`src/u8u16_pkg.sv`:
```
// ----------------------------------------------------------------------------
// UTF-8 to UTF-16 decoder package
// Shared widths, constants and the state and result types of the decoder.
// ----------------------------------------------------------------------------
package u8u16_pkg;

	// Width of the running character counter; it saturates at all ones.
	localparam int unsigned INDEX_BITS = 16;

	localparam int unsigned BYTE_W      = 8;
	localparam int unsigned CODE_W      = 21;
	localparam int unsigned WORD_W      = 32;
	localparam int unsigned UNIT_W      = 16;
	localparam int unsigned LEN_W       = 3;
	localparam int unsigned CHAR_IDX_W  = 16;

	localparam logic [INDEX_BITS-1:0] INDEX_MAX = '1;

	// Sequence lengths in bytes
	localparam logic [LEN_W-1:0] LEN_ONE   = 3'd1;
	localparam logic [LEN_W-1:0] LEN_TWO   = 3'd2;
	localparam logic [LEN_W-1:0] LEN_THREE = 3'd3;
	localparam logic [LEN_W-1:0] LEN_FOUR  = 3'd4;

	// Code points from this value on need a surrogate pair
	localparam logic [CODE_W-1:0] SUPP_BASE = 21'h10000;

	// Surrogate prefixes; the bases 0xD800 and 0xDC00 have ten zero low bits
	localparam logic [5:0] HIGH_SURR_TAG = 6'b110110;
	localparam logic [5:0] LOW_SURR_TAG  = 6'b110111;

	typedef struct packed {
		logic [1:0]            pending;
		logic [LEN_W-1:0]      seq_len;
		logic [CODE_W-1:0]     partial;
		logic [INDEX_BITS-1:0] counter;
	} state_t;

	typedef struct packed {
		logic [CODE_W-1:0]     code_point;
		logic [WORD_W-1:0]     utf16_word;
		logic                  is_pair;
		logic [LEN_W-1:0]      byte_length;
		logic [CHAR_IDX_W-1:0] char_index;
	} result_t;

endpackage

```
`src/u8u16_core.sv`:
```
// ----------------------------------------------------------------------------
// UTF-8 to UTF-16 decoder step
// Combinational per-byte update of the decoder state and the completed
// character, with its UTF-16 form.
// ----------------------------------------------------------------------------
module u8u16_core (
	input  u8u16_pkg::state_t                    state,
	input  logic [u8u16_pkg::BYTE_W-1:0]         data_byte,
	output u8u16_pkg::state_t                    next_state,
	output logic                                 emit,
	output u8u16_pkg::result_t                   result
);
	import u8u16_pkg::*;

	logic [CODE_W-1:0] cont_code;
	logic [1:0]        pending_dec;
	logic [CODE_W-1:0] emit_code;
	logic [LEN_W-1:0]  emit_len;
	logic [CODE_W-1:0] supp_off;

	assign cont_code   = {state.partial[CODE_W-7:0], data_byte[5:0]};
	assign pending_dec = state.pending - 2'd1;

	always_comb begin
		next_state = state;
		emit       = 1'b0;
		emit_code  = cont_code;
		emit_len   = state.seq_len;
		priority if (data_byte == '0) begin
			next_state = '0;
		end else if (!data_byte[7]) begin
			next_state.pending = '0;
			next_state.seq_len = '0;
			next_state.partial = '0;
			emit      = 1'b1;
			emit_code = CODE_W'(data_byte);
			emit_len  = LEN_ONE;
		end else if (data_byte[7:5] == 3'b110) begin
			next_state.pending = 2'd1;
			next_state.seq_len = LEN_TWO;
			next_state.partial = CODE_W'(data_byte[4:0]);
		end else if (data_byte[7:4] == 4'b1110) begin
			next_state.pending = 2'd2;
			next_state.seq_len = LEN_THREE;
			next_state.partial = CODE_W'(data_byte[3:0]);
		end else if (data_byte[7:3] == 5'b11110) begin
			next_state.pending = 2'd3;
			next_state.seq_len = LEN_FOUR;
			next_state.partial = CODE_W'(data_byte[2:0]);
		end else if (data_byte[7:6] == 2'b10 && state.pending != '0) begin
			if (pending_dec == '0) begin
				next_state.pending = '0;
				next_state.seq_len = '0;
				next_state.partial = '0;
				emit = 1'b1;
			end else begin
				next_state.pending = pending_dec;
				next_state.partial = cont_code;
			end
		end else begin
			// stray continuation or 0xF8..0xFF: leave everything as it is
			next_state = state;
		end

		if (emit && state.counter != INDEX_MAX) begin
			next_state.counter = state.counter + 1'b1;
		end
		if (data_byte == '0) begin
			next_state.counter = '0;
		end
	end

	assign supp_off = emit_code - SUPP_BASE;

	always_comb begin
		result.code_point  = emit_code;
		result.byte_length = emit_len;
		result.char_index  = CHAR_IDX_W'(state.counter);
		if (emit_code < SUPP_BASE) begin
			result.is_pair    = 1'b0;
			result.utf16_word = WORD_W'(emit_code[UNIT_W-1:0]);
		end else begin
			result.is_pair    = 1'b1;
			result.utf16_word = {HIGH_SURR_TAG, supp_off[19:10],
				LOW_SURR_TAG, supp_off[9:0]};
		end
	end

endmodule

```
`src/utf8_to_utf16_stream_decoder.sv`:
```
// ----------------------------------------------------------------------------
// Streaming UTF-8 to UTF-16 decoder
// Takes one UTF-8 byte per transfer and gives one result per completed
// character: code point, UTF-16 unit or surrogate pair, length and index.
// ----------------------------------------------------------------------------
//
//  Channel   Handshake           Payload
//  -------   -----------------   -------------------------------------------
//  input     in_valid/in_ready   data_byte[7:0]
//  output    out_valid/out_ready code_point[20:0], utf16_word[31:0], is_pair,
//                                byte_length[2:0], char_index[15:0]
//
// One byte per cycle sustained while out_ready keeps the result register free. A byte
// is captured in the input register, is decoded there against the state registers,
// and its character (if any) lands in the result register, which drives out_valid.
// Reset clears the state, the counter and both valid flags; no clearing pass.
// While a result waits for out_ready the input register still drains bytes
// that complete no character; a byte that completes one holds until the
// result register frees, and in_ready then falls once the input register is full.
//
module utf8_to_utf16_stream_decoder (
	input  logic                                  clk,
	input  logic                                  arst_n,
	input  logic                                  in_valid,
	output logic                                  in_ready,
	input  logic [u8u16_pkg::BYTE_W-1:0]          data_byte,
	output logic                                  out_valid,
	input  logic                                  out_ready,
	output logic [u8u16_pkg::CODE_W-1:0]          code_point,
	output logic [u8u16_pkg::WORD_W-1:0]          utf16_word,
	output logic                                  is_pair,
	output logic [u8u16_pkg::LEN_W-1:0]           byte_length,
	output logic [u8u16_pkg::CHAR_IDX_W-1:0]      char_index
);
	import u8u16_pkg::*;

	// input register
	logic              valid_s1;
	logic [BYTE_W-1:0] byte_s1;

	// decoder state
	state_t            state_q;
	state_t            state_next;
	logic              emit;
	result_t           result;

	// result register
	logic              out_valid_q;
	result_t           result_q;

	logic              out_free;
	logic              advance;

	// The result register is free when empty or being taken this cycle.
	// A byte that completes no character leaves the result register alone,
	// so let it advance even while a result is stalled.
	assign out_free = !out_valid_q || out_ready;
	assign advance  = valid_s1 && (out_free || !emit);
	assign in_ready = !valid_s1 || advance;

	u8u16_core u_core (
		.state      (state_q),
		.data_byte  (byte_s1),
		.next_state (state_next),
		.emit       (emit),
		.result     (result)
	);

	// Control state and decoder state
	always_ff @(posedge clk or negedge arst_n) begin
		if (!arst_n) begin
			valid_s1    <= 1'b0;
			state_q     <= '0;
			out_valid_q <= 1'b0;
		end else begin
			if (in_ready) begin
				valid_s1 <= in_valid;
			end
			if (advance) begin
				state_q <= state_next;
			end
			if (advance && emit) begin
				out_valid_q <= 1'b1;
			end else if (out_ready) begin
				out_valid_q <= 1'b0;
			end
		end
	end

	// Payload: capture the byte on transfer, the result when one completes
	always_ff @(posedge clk) begin
		if (in_valid && in_ready) begin
			byte_s1 <= data_byte;
		end
		if (advance && emit) begin
			result_q <= result;
		end
	end

	assign out_valid   = out_valid_q;
	assign code_point  = result_q.code_point;
	assign utf16_word  = result_q.utf16_word;
	assign is_pair     = result_q.is_pair;
	assign byte_length = result_q.byte_length;
	assign char_index  = result_q.char_index;

endmodule

```
`config.mk`:
```
export PLATFORM = sky130hd
export DESIGN_NAME = utf8_to_utf16_stream_decoder
export DESIGN_NICKNAME = d
export VERILOG_FILES = /design/src/u8u16_pkg.sv /design/src/u8u16_core.sv /design/src/utf8_to_utf16_stream_decoder.sv
export SDC_FILE = /design/constraint.sdc
export NUM_CORES = 1
export LEC_CHECK = 0
export ABC_AREA = 1
export BUFFER_PORTS_ARGS = -buffer_cell sky130_fd_sc_hd__buf_2
export CORE_ASPECT_RATIO = 0.8
export CORE_UTILIZATION = 58
export CTS_CLUSTER_DIAMETER = 120
export DETAILED_ROUTE_END_ITERATION = 7
export PLACE_DENSITY_LB_ADDON = 0.05
export SYNTH_ARGS = -nofsm -noshare
export SYNTH_HDL_FRONTEND = slang
export SYNTH_HIERARCHICAL = 1
export SYNTH_SLANG_ARGS = --single-unit
```
`constraint.sdc`:
```
create_clock -name clk -period 4.8 [get_ports clk]
set_clock_uncertainty 0.1 [all_clocks]
set_input_delay 0.96 -clock clk [delete_from_list [all_inputs] [get_ports clk]]
set_output_delay 0.96 -clock clk [all_outputs]
set_load 0.02 [all_outputs]
```
; ---- Word level (Yosys, flattened, before mapping)
; Index checks and enable logic that the tools add are counted.
[word_totals]
output_inout_bits = 75
input_bits = 12
memories = 0
romBits = 0
ram_bits = 0
elab_cells = 69
regBits = 119
latchBits = 0
[classes]
add_sub_neg = 3
div_mod_pow = 0
n_mux = 25
n_bitwise = 0
multipliers = 0
magnitude_cmp = 1
reduce_logical = 19
shifts = 0
n_eq_ne = 7
[op_table]
columns = op, count
row1 = $mux W26, 5
row2 = $mux W21, 3
row3 = $mux W42, 1
row4 = $mux W33, 1
row5 = $mux W16, 2
row6 = $lt A21 B17 Y1 const B, 1
row7 = $sub A20 B17 Y20 const B, 1
row8 = $add A16 B1 Y16 const B, 1
row9 = $ne A16 B16 Y1 const B, 1
row10 = $ne A6 B1 Y1 const B, 2
row11 = $mux W1, 9
row12 = $mux W3, 3
row13 = $logic_not A8 Y1, 1
row14 = $reduce_bool A2 Y1, 3
row15 = $eq A5 B5 Y1 const B, 1
row16 = $logic_and A1 B1 Y1, 5
row17 = $eq A4 B4 Y1 const B, 1
row18 = $reduce_and A2 Y1, 2
row19 = $eq A3 B3 Y1 const B, 1
row20 = $logic_not A1 Y1, 3
row21 = $logic_or A1 B1 Y1, 3
row22 = $reduce_and A3 Y1, 1
row23 = $eq A2 B2 Y1 const B, 1
row24 = $logic_not A2 Y1, 1
row25 = other kinds (2), 2

; ---- Depth between registers and ports, before layout
; Gate-level depths: netlist (run 1).
[logic_depth]
word_depth = 14
depth_mapped = 13
mapped_depth_nobuf = 12

; ---- By module
; The synthesis (run 1) kept the hierarchy.
[by_module_without_submodules]
columns = module, instances, cells_per_inst, area_each_um2, seq_area_each_um2
row1 = utf8_to_utf16_stream_decoder, 1, 275, 4207.8, 3533.4
row2 = u8u16_core, 1, 398, 2050.7, 0.0

; ---- Least setup slack after synthesis (run 1)
; No wires, ideal clock.
[synth_path]
path_type = register to register
startpoint = register state_q[40] in the netlist's numbering
endpoint = register result_q, in the netlist byte_length[0], enable pin
path_buffers = 1
required_time_ps = 4273
period_less_slack_ps = 3370
stages_incl_launch_ff = 11
arrival_ps = 2843
setup_slack_ps = 1430
path_cell_list = dfrtp_1 inv_1 ha_1 nor2_8 nand3_4 nand2_2 nand2_4 buf_6 inv_1 nand3_1 inv_1
[synth_via]
elab_chain_len = 13
elab_cells_between_ends = 15
[synth_rtl]
columns = item, line
row1 = start: declaration, utf8_to_utf16_stream_decoder.sv:42  ; state_t state_q;
row2 = start signal: assignment, utf8_to_utf16_stream_decoder.sv:80  ; state_q <= state_next;
row3 = $sub A2 B1 Y2, u8u16_core.sv:22  ; assign pending_dec = state.pending - 2'd1;
row4 = $logic_not A2 Y1, u8u16_core.sv:51  ; if (pending_dec == '0) begin
row5 = $mux W1, u8u16_core.sv:51
row6 = $mux W1 (*), u8u16_core.sv:50  ; end else if (data_byte[7:6] == 2'b10 && state.pending != '0) begin
row7 = $mux W1 (*), u8u16_core.sv:46  ; end else if (data_byte[7:3] == 5'b11110) begin
row8 = $mux W1 (*), u8u16_core.sv:42  ; end else if (data_byte[7:4] == 4'b1110) begin
row9 = $mux W1 (*), u8u16_core.sv:38  ; end else if (data_byte[7:5] == 3'b110) begin
row10 = $mux W1 (*), u8u16_core.sv:31  ; end else if (!data_byte[7]) begin
row11 = $mux W1 (*), u8u16_core.sv:29  ; priority if (data_byte == '0) begin
row12 = named net emit, utf8_to_utf16_stream_decoder.sv:44  ; logic emit;
row13 = $logic_not A1 Y1, utf8_to_utf16_stream_decoder.sv:58  ; assign advance = valid_s1 && (out_free || !emit);
row14 = $logic_or A1 B1 Y1, utf8_to_utf16_stream_decoder.sv:58
row15 = $logic_and A1 B1 Y1, utf8_to_utf16_stream_decoder.sv:58
row16 = $logic_and A1 B1 Y1 (*), utf8_to_utf16_stream_decoder.sv:95  ; if (advance && emit) begin
row17 = end signal: assignment, utf8_to_utf16_stream_decoder.sv:96  ; result_q <= result;
row18 = end: declaration, utf8_to_utf16_stream_decoder.sv:49  ; result_t result_q;
; Mark *: on every way through the listed nets, which the timed path passes. The rest lies on a longest branch.
; A chain may end at the register's enable or synchronous reset.

; ---- Final worst setup path (run 1)
[layout_path]
startpoint = register byte_s1[7]
endpoint = output in_ready
[layout_via]
elab_chain_len = 12
elab_cells_between_ends = 16
[layout_rtl]
columns = item, line
row1 = start: declaration, utf8_to_utf16_stream_decoder.sv:39  ; logic [BYTE_W-1:0] byte_s1;
row2 = start signal: assignment, utf8_to_utf16_stream_decoder.sv:93  ; byte_s1 <= data_byte;
row3 = $eq A2 B2 Y1, u8u16_core.sv:50
row4 = $logic_and A1 B1 Y1, u8u16_core.sv:50
row5 = $mux W1, u8u16_core.sv:50
row6 = $mux W1, u8u16_core.sv:46
row7 = $mux W1, u8u16_core.sv:42
row8 = $mux W1, u8u16_core.sv:38
row9 = $mux W1, u8u16_core.sv:31
row10 = $mux W1 (*), u8u16_core.sv:29
row11 = named net emit, utf8_to_utf16_stream_decoder.sv:44
row12 = $logic_not A1 Y1 (*), utf8_to_utf16_stream_decoder.sv:58
row13 = $logic_or A1 B1 Y1 (*), utf8_to_utf16_stream_decoder.sv:58
row14 = $logic_and A1 B1 Y1 (*), utf8_to_utf16_stream_decoder.sv:58
row15 = $logic_or A1 B1 Y1 (*), utf8_to_utf16_stream_decoder.sv:59  ; assign in_ready = !valid_s1 || advance;
row16 = end: declaration, utf8_to_utf16_stream_decoder.sv:25  ; output logic in_ready,
; Marked as above.

==> flow_summary.toml, run 1 <==
[global_routing]
grt-ovfl-total = 0
first_global_vias = 3803
grt_max_degree = 44
grt_usage = 0.2409
grt_pass1_wl_microns = 19160
antenna_found_initial = 0

[power_and_ir_drop]
leakagePower_nw = 3.164
power_density_nw_per_um2 = 438.8
total_power_mw = 2.930
vdd_drop_max_v = 0.0002913

[synthesis]
syn_avg_cell_area_sq_um = 9.497
ys_warn_count = 6
synth_area_sq_um = 5936
synthCells = 625

[clocking]
holdBufCountCts = 0
cts.clk_slew.worst_paths_ns = 0.06
post_cts_buffers = 0
cts_resized = 0
cts_sinks = 119
cts_buffers = 17
clockBufferDepth = 2
clock_latency_ns = 0.41
cts_tree = "yes"
root_buffer = "clkbuf_16"
cts_max_level = 4

[outcome]
status = "complete, no violations"

[place]
placed_area_sq_um = 6107
gp_congestion = 0.8984
io_buffers = 86
dp_hpwl_microns = 7817

[drt]
drt_iter0_drc = 314
drc = 0
drtAntennaViolNets = 0
vias = 4254
drtPass1Iterations = 6
via_per_inst = 5.169
wire_per_inst_microns = 14.30
wirelength_microns = 11770

[sta]
period_share = 0.6912
fin_setup_tns_ns = 0
fin_hold_ws_ns = 0.3928
min_period_ns = 3.318
hold_viol_final = 0
drv_slew = 0
tightestPinTransition_ns = 0.9358
grt_setup_unrepaired = "no"
max_slew_margin = 0.3753
setup_viol_count_final = 0
fmax_mhz = 301.4

[critical_path]
worst-path-buf-inv = 3
worstPathArrival_ns = 2.26
crit_type = "reg -> out"
reg2reg_setup_slack_ns = 1.72
critPathMaxFanout = 16
critical_path.top_delay_family = "simple AND/OR/NAND/NOR gates"
worstSetupEndpointType = "primary output"
slowest_stage = "edfxtp_1"
crit_top_cell = "nor2_4"
crit_path_max_incr_delay_ns = 0.57
cp-start-kind = "flip-flop"
crit_required_ns = 3.74
crit_chain = "nor2_4, nand2_2, nor2_4, inv_2, nand2_4, inv_1, nand4_1, buf_2"

[floorplan]
core_area_sq_um = 9809
die_area_sq_um = 10640
start_util = 0.6051
die_h_microns = 92.48
rows = 32
ios = 87
die-width_microns = 115.1

[finish]
nets = 690
syn2layout_area_growth_pct = 12.48
drive_above_1_share = 0.2154
finalCoreUtilization = 0.6806
n_antenna_cell = 0
stdcell_area_sq_um = 6676

[min_path]
hp-class = "reg -> reg"

[job]
drv_cap = 0
[through the flow]
stage / std cells / worst slack [ns]
after floorplan: 626 / 1.430
after global placement: 791 / 1.795
after detailed placement: 791 / 1.725
after CTS: 823 / 1.475
after global routing: 823 / 1.341
final: 823 / 1.482
[state kept, by name, summed over array words and instances (netlist names)]
name,cells
byte_length,3
byte_s1,8
char_index,16
code_point,21
is_pair,1
out_valid,1
state_q,36
utf16_word,32
valid_s1,1
[cells in the final DEF (no fill, tap or decap), types with 4 or more instances in the layout]
cell	n
inv_1	63
clkbuf_16	17
clkinv_4	4
xor2_1	5
inv_2	5
buf_2	86
o21ai_0	19
nor3_1	6
nand4_1	6
nor2_1	47
nand3_1	52
dfrtp_1	38
buf_4	5
edfxtp_1	81
nand2_1	178
a21oi_1	18
ha_1	4
o22ai_1	5
inv_6	6
[path summary, 6_finish.rpt]
kind | from | to | cells after the start
worst max-delay path | byte_s1[7] | in_ready | 8
worst min-delay path | state_q[41] | state_q[41] | 2
worst max register to register | state_q[40] | state_q[18] | 11
worst min register to register | state_q[41] | state_q[41] | 2
max in group asynchronous | arst_n | state_q[1] | 1
min in group asynchronous | arst_n | state_q[9] | 1
[cell type report]
class,count,area [sq um]
Sequential cell,119,3383
Fill cell,760,3133
Multi-Input combinational cell,376,1822
Timing Repair Buffer,91,467.9
Clock buffer,18,429.2
Inverter,69,264.0
Tap cell,136,170.2
Clock inverter,14,140.1
[power by group]
group / switching (mW) / leakage (nW) / total, mW / internal, mW
registers: 0.0990 / 1.27 / 1.31 / 1.21
logic: 0.276 / 1.62 / 0.418 / 0.142
clock network: 0.478 / 0.274 / 1.20 / 0.724
total: 0.853 / 3.16 / 2.93 / 2.08
[per-layer routing]
| layer | vias up | track usage | part of all wire |
|---|---|---|---|
| met5 | - | 0 | 0 |
| met4 | 0 | 0.09416 | 0.016 |
| met3 | 18 | 0.06348 | 0.079 |
| met2 | 172 | 0.3263 | 0.41 |
| met1 | 1962 | 0.3654 | 0.50 |
| li1 | 2102 | - | - |
[tightest hold or removal path, delay by kind of cell (launching register included)]
family	cells	cell delay [ns]
AND/OR/NAND/NOR	2	0.11
flip-flops	1	0.36
No activity file was read; power rests on OpenSTA's default activity.
==> inputs of run 2 (changes only) <==
==> constraint.sdc (replaced) <==
create_clock -name clk -period 3.35 [get_ports clk]
set_clock_uncertainty 0.1 [all_clocks]
set_input_delay 0.67 -clock clk [delete_from_list [all_inputs] [get_ports clk]]
set_output_delay 0.67 -clock clk [all_outputs]
set_load 0.02 [all_outputs]
==> flow_summary.toml, run 2 (same netlist as run 1, synthesis figures left out) <==
[critical_path]
crit_type = "reg -> out"
reg2reg_from = "byte_s1[7]"
crit_required_ns = 2.58
critPathMaxFanout = 16
cp-start-kind = "flip-flop"
r2r_end = "code_point[6]"
reg2reg_setup_slack_ns = 0.62
worstSetupEndpointType = "primary output"
worstPathArrival_ns = 2.27
r2r_cells = 9

[sta]
fin_hold_ws_ns = 0.2830
hold_viol_final = 0
max_slew_margin = 0.2972
min_period_ns = 3.041
tightestPinTransition_ns = 1.047
grt_setup_unrepaired = "no"
drv_slew = 0
fin_setup_tns_ns = 0
fmax_mhz = 328.8
setup_viol_count_final = 0
period_share = 0.9078
finalWorstSetupSlack_ns = 0.3088

[global_routing]
grt_max_degree = 48
first_global_vias = 3864
grt_usage = 0.2523
grt-ovfl-total = 0
grt_pass1_wl_microns = 19920
antenna_found_initial = 0

[floorplan]
rows = 32
ios = 87
die_h_microns = 92.48
die-width_microns = 115.1
die_area_sq_um = 10640
start_util = 0.6051
core_area_sq_um = 9809

[clocking]
cts_max_level = 4
root_buffer = "clkbuf_16"
cts_tree = "yes"
cts_resized = 0
clockBufferDepth = 2
post_cts_buffers = 0
cts.clk_slew.worst_paths_ns = 0.05
holdBufCountCts = 0
cts_buffers = 17
clock_latency_ns = 0.41
cts_sinks = 119

[finish]
layout_common_cells = "nand2_1 (178), buf_2 (86), edfxtp_1 (81)"
layout_commonest_cell = "nand2_1"
n_antenna_cell = 0
drive_above_1_share = 0.2140
largest_reg_flops = 36
top_register = "state_q"
syn2layout_area_growth_pct = 12.42
nets = 690

[drt]
drtAntennaViolNets = 0
drtPass1Iterations = 5
via_per_inst = 5.253
vias = 4323
wirelength_microns = 12220
wire_per_inst_microns = 14.84
drc = 0
drt_iter0_drc = 351

[place]
io_buffers = 86
gp_congestion = 0.8796
post-place-ws_ns = 0.6585
dp_hpwl_microns = 8239

[min_path]
hp-class = "in -> async"

[power_and_ir_drop]
leakagePower_nw = 3.150
intPower_mw = 2.999
power_density_nw_per_um2 = 627.5
p_comb_frac = 0.142
vdd_drop_max_v = 0.0004035
p_sw_frac = 0.2836
power_frac_clock = 0.407
p_seq_frac = 0.451
p_sw_mw = 1.188

[job]
drv_cap = 0

[outcome]
status = "complete, no violations"
run 2: worst max-delay path by stage:
stage,to,slack (ns),start,depth (start not counted)
floorplan,byte_length[0],0.43,byte_s1[3],9
global placement,code_point[3],0.74,byte_s1[7],9
detailed placement,code_point[6],0.66,byte_s1[7],9
CTS,in_ready,0.31,byte_s1[7],8
global route,in_ready,0.19,byte_s1[7],8
finish,in_ready,0.31,byte_s1[7],8
run 2: power groups by stage:
stage                     registers, mW  logic (mW)  clock network (mW)
final                              1.89       0.596                1.70
after floorplan                    1.94       0.476                   0
after global placement             1.91       0.583                   0
after global routing               1.91       0.669                1.79
after CTS                          1.89       0.596                1.72
after detailed placement           1.91       0.590                   0
run 2: critical path, stage by stage (launching register included):
cell      delay (ns)
edfxtp_1        0.59
nor2_4          0.18
nand2_2         0.11
nor2_4          0.17
inv_2           0.15
nand2_4         0.21
inv_1           0.12
nand4_1         0.14
buf_2           0.19
run 2: stage by stage:
step	std cells	utilization	power, mW	cell area (sq um)
2_1_floorplan	626	-	2.420	5943
3_3_place_gp	791	0.6230	2.491	6111
3_5_place_dp	791	0.6230	2.503	6111
4_1_cts	823	0.6802	4.206	6673
5_1_grt	823	0.6802	4.368	6673
6_report	823	0.6802	4.187	6673
run 2: final cells by class:
class	instances	area (sq um)
Sequential cell	119	3383
Fill cell	814	3137
Multi-Input combinational cell	376	1822
Timing Repair Buffer	91	467.9
Clock buffer	21	460.4
Inverter	69	267.8
Tap cell	136	170.2
Clock inverter	11	101.3
run 2: layer usage:
metal	global-route usage	up-vias	part of all wire
li1	-	2104	-
met3	0.05563	7	0.068
met1	0.3996	2045	0.51
met2	0.3419	167	0.41
met5	0	-	0
met4	0.07576	0	0.0074
